[config.mk]
export PLATFORM = sky130hd
export DESIGN_NAME = ede_cell
export DESIGN_NICKNAME = d
export VERILOG_FILES = /design/src/design/ede_pkg.sv /design/src/design/ede_cell.sv
export SDC_FILE = /design/constraint.sdc
export NUM_CORES = 1
export LEC_CHECK = 0
export BUFFER_PORTS_ARGS = -buffer_cell sky130_fd_sc_hd__buf_2
export CORE_UTILIZATION = 47
export DETAILED_ROUTE_END_ITERATION = 6
export GPL_TIMING_DRIVEN = 0
export PLACE_DENSITY = 0.81
export SYNTH_ARGS = -nofsm -noshare
export SYNTH_HDL_FRONTEND = slang
export SYNTH_SLANG_ARGS = --single-unit
[constraint.sdc]
create_clock -name vclk -period 4.3
set_input_delay 0.215 -clock vclk [all_inputs]
set_output_delay 0.215 -clock vclk [all_outputs]
set_load 0.1 [all_outputs]
[src/design/ede_pkg.sv]
// Package for the edit distance engine.
// Holds the fixed field widths shared by the top level and the cost cell.
// No dependencies.
package ede_pkg;

    localparam int SYM_W = 8;   // width of one sequence symbol
    localparam int OUT_W = 12;  // width of the distance and similarity results

    typedef logic [SYM_W-1:0] t_symbol;
    typedef logic [OUT_W-1:0] t_result;

endpackage

[src/design/ede_cell.sv]
// Cost cell of the edit distance row update: match or one plus the least neighbor.
// Depends on ede_pkg for the symbol type.
module ede_cell import ede_pkg::*; #(
    parameter int CW = 11
) (
    input  t_symbol         i_row_sym,
    input  t_symbol         i_col_sym,
    input  logic [CW-1:0]   i_diag,
    input  logic [CW-1:0]   i_above,
    input  logic [CW-1:0]   i_left,
    output logic [CW-1:0]   o_cost
);

    logic [CW-1:0] n_min_ab;
    logic [CW-1:0] n_min;
    logic [CW:0]   n_inc;

    always_comb begin
        n_min_ab = (i_diag < i_above) ? i_diag : i_above;
        n_min    = (n_min_ab < i_left) ? n_min_ab : i_left;
        n_inc    = {1'b0, n_min} + {{CW{1'b0}}, 1'b1};
        // The cost never exceeds the longer sequence, so the carry is always clear.
        o_cost   = (i_row_sym == i_col_sym) ? i_diag : n_inc[CW-1:0];
    end

endmodule

; ---- Word-level counts from Yosys, hierarchy flattened
; Cells that the tools add are included.
; W data, S select, Z words.
[op_classes]
add_sub_neg = 1
n_eq_ne = 1
mux = 3
n_lt_le_gt_ge = 2
[op_table]
columns = operator, count
row1 = $mux W11, 3
row2 = $lt A11 B11 Y1, 2
row3 = $add A11 B1 Y11 const B, 1
row4 = $eq A8 B8 Y1, 1
[word_totals]
reg_bits = 0
elab_cells = 7

; ---- Logic depth before layout (Yosys ltp)
; Gate-level depths: netlist of run 1.
[depth]
ltp_word = 6
ltp_mapped = 24
ltp_nobuf = 22

; ---- Worst setup path after synthesis of run 1
; No wires, ideal clock.
[synth_path]
kind = input -> output
startpoint = in i_above[4]
endpoint = out o_cost[10]
path_slack_ps = -1415
arrival_time_ps = 5500
path_buffers = 2
cell_stages = 23
required_time_ps = 4085
cell_sequence = inv_1 -> ha_1 -> a21oi_1 -> o21ai_1 -> a221oi_4 -> buf_2 -> mux2i_1 -> inv_1 -> ha_1 -> a21oi_1 -> o21ai_0 -> a211oi_1 -> o221a_4 -> or2_1 -> buf_6 -> nand2_1 -> o21ai_0 -> ha_1 -> and2_1 -> nor3b_1 -> xnor2_1 -> a31o_2 -> a21oi_1
[synth_between]
elab_chain_cells = 6
[synth_lines]
columns = item, line
row1 = "start, declared", ede_cell.sv:9  ; input logic [CW-1:0] i_above,
row2 = $lt A11 B11 Y1, ede_cell.sv:19  ; n_min_ab = (i_diag < i_above) ? i_diag : i_above;
row3 = $mux W11 (*), ede_cell.sv:19
row4 = $lt A11 B11 Y1, ede_cell.sv:20  ; n_min = (n_min_ab < i_left) ? n_min_ab : i_left;
row5 = $mux W11 (*), ede_cell.sv:20
row6 = $add A11 B1 Y11 (*), ede_cell.sv:21  ; n_inc = {1'b0, n_min} + {{CW{1'b0}}, 1'b1};
row7 = $mux W11 (*), ede_cell.sv:23  ; o_cost = (i_row_sym == i_col_sym) ? i_diag : n_inc[CW-1:0];
row8 = "end, declared", ede_cell.sv:11  ; output logic [CW-1:0] o_cost
; Mark *: on every way between the ends. The rest lies on a longest branch, timed or not.

; ---- Worst setup path in the final report of run 1
[layout_path]
startpoint = in i_above[8]
endpoint = out o_cost[8]
; The elaborated chain is that of the path after synthesis.

==> impl_metrics.py, run 1 <==
metrics = {
    "timing": {
        "rsz0062_at_grt": "true",
        "whs_ns": 0.9205,
        "timing.final.crit_share_pct": 117.8,
        "hold_viol": 0,
        "max_freq_mhz": 197.5,
        "layout_setup_ws_ns": -0.7641,
        "tns_ns": -3.706,
        "relSlewSlack_pct": 61.83,
        "setup_viol": 11,
        "fin_crit_ns": 5.064,
        "worst_pin_slew_ns": 0.5704,
        "slew_violations": 0,
    },
    "yosys": {
        "synth_mux_area_share_pct": 6.564,
        "synth_adder_area_share_pct": 17.90,
        "syn_inst": 221,
        "seq_area_frac_synth_pct": 0,
        "synth_top_family_by_area": "simple AND/OR/NAND/NOR gates",
        "yosysUniqueCellTypes": 41,
        "synth.avg_cell_area_um2": 6.641,
        "synthSimpleGateAreaFrac_pct": 29.16,
        "syn-num-nets": 291,
        "yosysWarnings": 0,
        "synth-xor-area-share_pct": 14.32,
        "netlist_area_mm2": 0.001468,
        "synth_compound_area_share_pct": 23.70,
    },
    "power_and_ir_drop": {
        "cellPowerDensity_mw_per_mm2": 305.8,
        "ir_worst_vdd_v": 0.0002949,
        "p_leak_nw": 1.246,
    },
    "route": {
        "drtIter0Drc": 564,
        "drtPass1Iterations": 7,
        "drc_errors": 5,
        "post_drt_wl_per_cell_um": 26.02,
        "dr_total_vias": 2498,
        "via_per_inst": 7.199,
        "routed_wl_um": 9030,
        "antenna_left": 0,
    },
    "worst_hold_path": {
        "hold_path.class": "input pin to output port",
    },
    "finish": {
        "layout_common_cells": "buf_2 (47), buf_4 (33), nand2_1 (21), inv_1 (16), ha_4 (14)",
        "mostFrequentLayoutCell": "buf_2",
        "antenna_cells": 0,
        "nets": 388,
        "clock_buffers": 0,
        "seqCellArea_um2": 0,
        "seq_cell_count": 0,
        "area_delta_synth_final_pct": 87.81,
        "stdcell_count": 347,
        "layout-drive-gt1-share_pct": 60.13,
    },
    "grt": {
        "grt_usage_pct": 30.24,
        "grt_pass1_wl_um": 8100,
        "grt_pass1_vias": 1807,
        "grt_start_max_net_pins": 11,
        "overflow": 0,
        "antenna_found_initial": 0,
    },
    "critical_path": {
        "cp_max_fo": 7,
        "cp-end-kind": "output port",
        "critical-path-slowest-cell": "a221oi_4",
        "cp_slowest_stage_delay_ns": 0.44,
        "critPathArrivalTime_ns": 4.85,
        "path_class": "input pin to output port",
        "path_cells": "buf_2 > inv_1 > ha_4 > a21oi_2 > o21ai_2 > a221oi_4 > buf_6 > buf_6 > nand2_1 > o21ai_1 > ha_1 > o21ai_2 > a2111oi_4 > a211oi_2 > or2_1 > buf_6 > a31oi_4 > ha_4 > and2_4 > nand4_1 > xnor2_1 > a31oi_1 > a21boi_4 > buf_12",
        "critPathBufInv": 6,
        "start_kind": "input pin",
        "critPathTopFamily": "compound AO/OA/AOI/OAI gates",
        "cpMostUsedCell": "buf_6",
        "required_ns": 4.09,
    },
    "run_status": {
        "status": "finished, violations left",
        "violations": "DRC, setup timing",
    },
    "floorplanning": {
        "die_area_mm2": 0.003350,
        "fp.coreArea_mm2": 0.002853,
        "fp.dieH_um": 57.88,
        "row_count": 19,
        "initial_core_util_pct": 51.45,
        "num_io_pins": 60,
        "die_w_um": 57.88,
    },
    "clock_tree": {
        "cts.hold.buffers_added": 0,
    },
    "placement": {
        "placed_cells": 312,
        "gp_congestion": 0.9084,
        "dp_slack_ns": -0.8097,
        "port_buffers": 60,
        "dp_hpwl_um": 3611,
    },
    "job": {
        "cap_violations": 0,
    },
}
[kinds of logic after synthesis]
| kind of cell | count (synthesis) |
|---|---|
| buffers and inverters | 30 |
| xor gates and xnor gates | 24 |
| adders and majority gates | 21 |
| AOI/OAI and AO/OA | 51 |
| and+or+nand+nor | 86 |
| muxes | 9 |
[per-stage QoR]
step / power (mW) / util, % / area, um^2
floorplan: 0.4880 / - / 1807
global placement: 0.5862 / 75.22 / 2146
detailed placement: 0.5913 / 75.22 / 2146
CTS: 0.7167 / 88.20 / 2516
global route: 0.8588 / 96.62 / 2756
finish: 0.8430 / 96.62 / 2756
[Yosys cell counts, types with 2 or more instances]
library cell	n	area (um^2)
a211o_1	2	17.52
nor3_1	6	30.03
nand2_1	29	108.9
xnor2_1	13	113.9
and2_1	5	31.28
xor2_1	11	96.34
nor2_1	12	45.04
nand4_1	5	31.28
buf_2	2	10.01
a31o_2	2	17.52
a211oi_1	2	15.01
mux2_2	5	56.30
ha_1	21	262.8
mux2i_1	4	40.04
o221a_2	2	22.52
nor4_1	2	12.51
and3_1	4	25.02
o21ai_0	12	60.06
inv_1	25	93.84
nand3_1	15	75.07
o21ai_1	6	30.03
a21oi_1	17	85.08
[repair_timing]
item | CTS | global route
pin swaps | 20 | 22
setup endpoints to repair | 6 | 9
setup buffers | 24 | 11
resized for setup | 54 | 36
[report_power, final]
part / total (mW) / switching, mW / internal, mW
Sequential: 0 / 0 / 0
Combinational: 0.843 / 0.539 / 0.304
Clock: 0 / 0 / 0
Total: 0.843 / 0.539 / 0.304
[metal layers]
layer  vias up  part of all wire (%)  global-route usage [%]
met5         -                     0                       0
met4         0                    12                   5.102
met3       120                    14                   1.786
met2       310                    42                   57.64
met1      1089                    31                   37.47
li1        979                     -                       -
[cell type report]
type / instances / area [um^2]
Fill cell: 54 / 96.34
Inverter: 26 / 107.6
Buffer: 4 / 37.54
Timing Repair Buffer: 95 / 704.4
Multi-Input combinational cell: 191 / 1868
Tap cell: 31 / 38.79
[tightest hold or removal path: stages]
cell and delay [ns]:
buf_4 0.13, nand2_1 0.09, nand3_2 0.09, buf_12 0.17
[path summary, 6_finish.rpt]
check | startpoint | endpoint | slack, ns | depth (start not counted)
worst min-delay path | i_diag[2] | o_cost[2] | 0.92 | 4
worst max-delay path | i_above[8] | o_cost[8] | -0.76 | 24
Note: power is estimated with default switching activity, not from simulation.
==> run 2, diff against run 1 <==
--- a/config.mk
+++ b/config.mk
@@ -10,6 +10,8 @@
 export DETAILED_ROUTE_END_ITERATION = 6
 export GPL_TIMING_DRIVEN = 0
 export PLACE_DENSITY = 0.81
+export RECOVER_POWER = 25
+export SLEW_MARGIN = 40
 export SYNTH_ARGS = -nofsm -noshare
 export SYNTH_HDL_FRONTEND = slang
 export SYNTH_SLANG_ARGS = --single-unit
==> impl_metrics.py, run 2 (synthesis results as in run 1) <==
metrics = {
    "critical_path": {
        "path_cells": "buf_2 > inv_1 > ha_4 > a21oi_2 > o21ai_2 > a221oi_4 > buf_6 > buf_6 > nand2_1 > o21ai_1 > ha_1 > o21ai_2 > a2111oi_4 > a211oi_2 > or2_1 > buf_6 > a31oi_4 > ha_4 > and2_4 > nand4_1 > xnor2_1 > a31oi_1 > a21boi_4 > buf_12",
        "start_kind": "input pin",
        "cp.depth": 24,
        "cp-end-kind": "output port",
        "critical-path-slowest-cell": "a221oi_4",
        "cpMostUsedCell": "buf_6",
        "critPathArrivalTime_ns": 4.82,
        "path_class": "input pin to output port",
        "cp_slowest_stage_delay_ns": 0.43,
        "critPathTopFamily": "compound AO/OA/AOI/OAI gates",
        "required_ns": 4.09,
        "endpoint": "o_cost[8]",
        "cp_max_fo": 7,
        "startpoint": "i_above[8]",
        "critPathBufInv": 6,
    },
    "finish": {
        "seq_cell_count": 0,
        "fin_area_mm2": 0.002756,
        "nets": 388,
        "stdcell_count": 347,
        "final_core_util_pct": 96.62,
        "multi_input_area_mm2": 0.001868,
        "antenna_cells": 0,
        "area_delta_synth_final_pct": 87.81,
        "clock_buffers": 0,
        "nFillCells": 54,
        "layout-drive-gt1-share_pct": 60.13,
        "mostFrequentLayoutCell": "buf_2",
        "layout_common_cells": "buf_2 (46), buf_4 (33), nand2_1 (21), inv_1 (16), ha_4 (14)",
        "seqCellArea_um2": 0,
    },
    "floorplanning": {
        "initial_core_util_pct": 51.45,
        "fp.coreArea_mm2": 0.002853,
        "fp.dieH_um": 57.88,
        "die_area_mm2": 0.003350,
        "die_w_um": 57.88,
        "row_count": 19,
        "num_io_pins": 60,
    },
    "power_and_ir_drop": {
        "p_leak_nw": 1.246,
        "cellPowerDensity_mw_per_mm2": 305.8,
        "ir_worst_vdd_v": 0.0002946,
    },
    "grt": {
        "grt_usage_pct": 30.24,
        "grt_pass1_wl_um": 8100,
        "grt_pass1_vias": 1807,
        "overflow": 0,
        "antenna_found_initial": 0,
        "grt_start_max_net_pins": 11,
    },
    "timing": {
        "setup_viol": 11,
        "timing.final.crit_share_pct": 117.2,
        "rsz0062_at_grt": "true",
        "slew_violations": 0,
        "relSlewSlack_pct": 62.05,
        "fin_crit_ns": 5.038,
        "hold_viol": 0,
        "max_freq_mhz": 198.5,
        "layout_setup_ws_ns": -0.7380,
        "worst_pin_slew_ns": 0.5672,
        "whs_ns": 0.9240,
    },
    "placement": {
        "gp_congestion": 0.9084,
        "dp_hpwl_um": 3611,
        "port_buffers": 60,
        "post_dp_cell_area_mm2": 0.002146,
        "placed_cells": 312,
    },
    "route": {
        "drtIter0Drc": 477,
        "dr_total_vias": 2468,
        "post_drt_wl_per_cell_um": 26.09,
        "drtPass1Iterations": 7,
        "antenna_left": 0,
        "via_per_inst": 7.112,
        "routed_wl_um": 9054,
        "drc_errors": 5,
    },
    "worst_hold_path": {
        "hold_path.class": "input pin to output port",
    },
    "run_status": {
        "violations": "DRC, setup timing",
        "status": "finished, violations left",
    },
    "clock_tree": {
        "cts.hold.buffers_added": 0,
    },
    "job": {
        "cap_violations": 0,
    },
}
## run 2: repair_timing
item,4_1_cts,5_1_grt
endpoints found under the setup margin,6,9
pin swaps,20,22
resized for setup,54,36
setup buffers,24,11
## run 2: through the flow
| step | TNS, ns | setup slack (ns) | power [mW] |
|---|---|---|---|
| global route | -4.409 | -0.8316 | 0.8591 |
| floorplan | -0.4401 | -0.2349 | 0.4880 |
| CTS | -1.275 | -0.3583 | 0.7167 |
| finish | -3.570 | -0.7380 | 0.8429 |
| global placement | -2.823 | -0.7585 | 0.5862 |
| detailed placement | -3.086 | -0.8097 | 0.5913 |
## run 2: worst min path at each step
stage,from,endpoint,slack [ns],cells after the start
3_3_place_gp,i_diag[1],o_cost[1],0.94,4
4_1_cts,i_diag[6],o_cost[6],0.84,3
2_1_floorplan,i_diag[6],o_cost[6],0.72,1
6_report,i_diag[2],o_cost[2],0.92,4
3_5_place_dp,i_diag[1],o_cost[1],0.94,4
5_1_grt,i_diag[2],o_cost[2],0.93,4
## run 2: area by class of cell
class,instances,area share [%]
Buffer,4,1.362
Inverter,26,3.904
Multi-Input combinational cell,191,67.77
Tap cell,31,1.407
Timing Repair Buffer,95,25.56
## run 2: worst min-delay path: cells and delay by family
| family | cells | cell delay, ns |
|---|---|---|
| buf+inv | 2 | 0.30 |
| simple gates | 2 | 0.19 |
## run 2: metal layers
layer / up-vias / GRT usage (%) / wire, um
met1: 1068 / 37.47 / 2879
met3: 112 / 1.786 / 1265
met2: 308 / 57.64 / 3902
li1: 980 / - / -
met5: - / 0 / 0
met4: 0 / 5.102 / 1006
## run 2: where the power goes
part | internal (mW) | switching, mW
Clock | 0 | 0
Combinational | 0.304 | 0.539
Sequential | 0 | 0
Total | 0.304 | 0.539
==> run 3, diff against run 2 <==
--- a/config.mk
+++ b/config.mk
@@ -5,11 +5,12 @@
 export SDC_FILE = /design/constraint.sdc
 export NUM_CORES = 1
 export LEC_CHECK = 0
-export BUFFER_PORTS_ARGS = -buffer_cell sky130_fd_sc_hd__buf_2
-export CORE_UTILIZATION = 47
+export ABC_AREA = 1
+export BUFFER_PORTS_ARGS = -buffer_cell sky130_fd_sc_hd__clkbuf_2
+export CORE_UTILIZATION = 45
 export DETAILED_ROUTE_END_ITERATION = 6
 export GPL_TIMING_DRIVEN = 0
-export PLACE_DENSITY = 0.81
+export PLACE_DENSITY = 0.8
 export RECOVER_POWER = 25
 export SLEW_MARGIN = 40
 export SYNTH_ARGS = -nofsm -noshare
==> impl_metrics.py, run 3 <==
metrics = {
    "yosys": {
        "synth.most_common_cell": "nand2_1",
        "yosysWarnings": 0,
        "yosysUniqueCellTypes": 32,
        "synthTopCellsByArea": "ha_1 (20%), nand2_1 (20%), inv_1 (12%)",
        "seq_area_frac_synth_pct": 0,
        "yosys.area.top_type": "ha_1",
        "netlist_area_mm2": 0.001308,
        "synthTopCellsByCount": "nand2_1 (68), inv_1 (41), ha_1 (21)",
        "syn_inst": 230,
        "syn-num-nets": 300,
        "synth_top_area_share_pct": 20.10,
        "synth.avg_cell_area_um2": 5.685,
    },
    "timing": {
        "layout_setup_ws_ns": 0.2814,
        "max_freq_mhz": 248.8,
        "rsz0062_at_grt": "false",
        "slew_violations": 0,
        "fin_crit_ns": 4.019,
        "worst_pin_slew_ns": 0.5425,
        "hold_viol": 0,
        "timing.final.crit_share_pct": 93.46,
        "setup_viol": 0,
        "tns_ns": 0,
        "relSlewSlack_pct": 63.99,
    },
    "grt": {
        "grt_usage_pct": 19.65,
        "grt_pass1_wl_um": 5237,
        "antenna_found_initial": 0,
        "overflow": 0,
        "grt_start_max_net_pins": 11,
        "grt_pass1_vias": 1382,
    },
    "floorplanning": {
        "fp.coreArea_mm2": 0.002758,
        "initial_core_util_pct": 47.41,
        "fp.dieH_um": 55.91,
        "num_io_pins": 60,
        "row_count": 19,
        "die_w_um": 55.91,
        "die_area_mm2": 0.003125,
    },
    "finish": {
        "mostFrequentLayoutCell": "nand2_1",
        "seqCellArea_um2": 0,
        "clock_buffers": 0,
        "fin_area_mm2": 0.001670,
        "layout_common_cells": "nand2_1 (68), clkbuf_2 (56), inv_1 (41), ha_1 (21), nand3_1 (16)",
        "seq_cell_count": 0,
        "antenna_cells": 0,
        "nFillCells": 292,
        "area_delta_synth_final_pct": 27.75,
        "layout-drive-gt1-share_pct": 30.00,
        "nets": 362,
    },
    "critical_path": {
        "cp-end-kind": "output port",
        "critPathArrivalTime_ns": 3.80,
        "critical-path-slowest-cell": "clkbuf_2",
        "start_kind": "input pin",
        "path_class": "input pin to output port",
        "critPathBufInv": 4,
        "cp_max_fo": 10,
        "critPathTopFamily": "buffers and inverters",
        "required_ns": 4.09,
        "cp_slowest_stage_delay_ns": 0.47,
        "path_cells": "clkbuf_2 > ha_1 > a21o_1 > nor2_1 > nand3_2 > buf_4 > o21ai_0 > ha_1 > a21oi_1 > o21a_1 > o221a_2 > buf_2 > nand2_4 > nand2_1 > nand2_1 > ha_1 > nand2_1 > nand3_1 > o21ai_0 > clkbuf_2",
    },
    "route": {
        "routed_wl_um": 3027,
        "post_drt_wl_per_cell_um": 9.430,
        "drtIter0Drc": 30,
        "drtPass1Iterations": 4,
        "via_per_inst": 4.760,
        "dr_total_vias": 1528,
        "antenna_left": 0,
        "drc_errors": 0,
    },
    "job": {
        "cap_violations": 0,
    },
    "placement": {
        "port_buffers": 60,
        "dp_hpwl_um": 2807,
        "dp_slack_ns": 0.03151,
        "gp_congestion": 0.8557,
        "post_dp_cell_area_mm2": 0.001653,
    },
    "power_and_ir_drop": {
        "p_leak_nw": 1.038,
        "cellPowerDensity_mw_per_mm2": 320.9,
        "ir_worst_vdd_v": 0.0003615,
    },
    "run_status": {
        "status": "finished clean",
    },
    "worst_hold_path": {
        "hold_path.class": "input pin to output port",
    },
    "clock_tree": {
        "cts_setup_buffers": 0,
    },
}
-- run 3: changes by cell type in the layout (fill, tap and decap cells not counted), moves of 7 or more --
cell	change
clkbuf_2	+55
inv_1	+25
nand2_1	+47
a21oi_1	+7
o21ai_2	-11
ha_4	-14
a21oi_2	-7
buf_6	-8
buf_2	-43
o21ai_0	+7
ha_1	+15
buf_4	-32
xnor2_1	-12
-- run 3: where the power goes --
group / switching (mW) / internal (mW) / leakage [nW] / total [mW]
Sequential: 0 / 0 / 0 / 0
Combinational: 0.396 / 0.140 / 1.04 / 0.536
Clock: 0 / 0 / 0 / 0
Total: 0.396 / 0.140 / 1.04 / 0.536
-- run 3: what timing repair did --
item,CTS,global route
hold buffers,0,0
endpoints found under the setup margin,0,5
gates resized for setup,0,13
-- run 3: stage by stage --
step,instances,utilization (%),hold WS (ns),total power [mW]
global placement,321,59.94,1.006,0.5230
finish,321,60.57,0.8444,0.5360
detailed placement,321,59.94,1.008,0.5283
floorplan,230,-,0.8522,0.4387
CTS,321,59.94,1.008,0.5290
global route,321,60.57,0.8665,0.5803
-- run 3: tightest hold or removal path, stage by stage --
cell and delay (ns):
clkbuf_2 0.11, nand2_1 0.07, nand2_1 0.06, buf_6 0.18
-- run 3: logic make-up (layout without fill, tap and decap cells) --
family	after synthesis	count (layout)	synth area share, %
compound gates	37	37	16.08
fa+ha+maj	21	21	20.10
simple gates	118	118	44.21
xor+xnor	7	7	4.689
buf+inv	47	107	14.93
-- run 3: final timing paths --
| kind | slack, ns | to | depth (start not counted) | startpoint |
|---|---|---|---|---|
| worst min-delay path | 0.84 | o_cost[10] | 4 | i_diag[10] |
| worst max-delay path | 0.28 | o_cost[2] | 20 | i_diag[10] |
-- run 3: cell type report --
cell class	instances	area [um^2]	area share, %
multi-input combinational	183	1119	66.97
buffer	5	37.54	2.247
inverter	42	157.7	9.438
timing repair buffer	60	317.8	19.03
tap	31	38.79	2.322
-- run 3: per-layer routing --
layer,vias up,GRT usage (%),wire length (um)
li1,866,-,-
met1,626,23.90,1434
met2,36,39.59,1444
met3,0,0.9302,148
met4,0,0.6969,0
met5,-,0,0
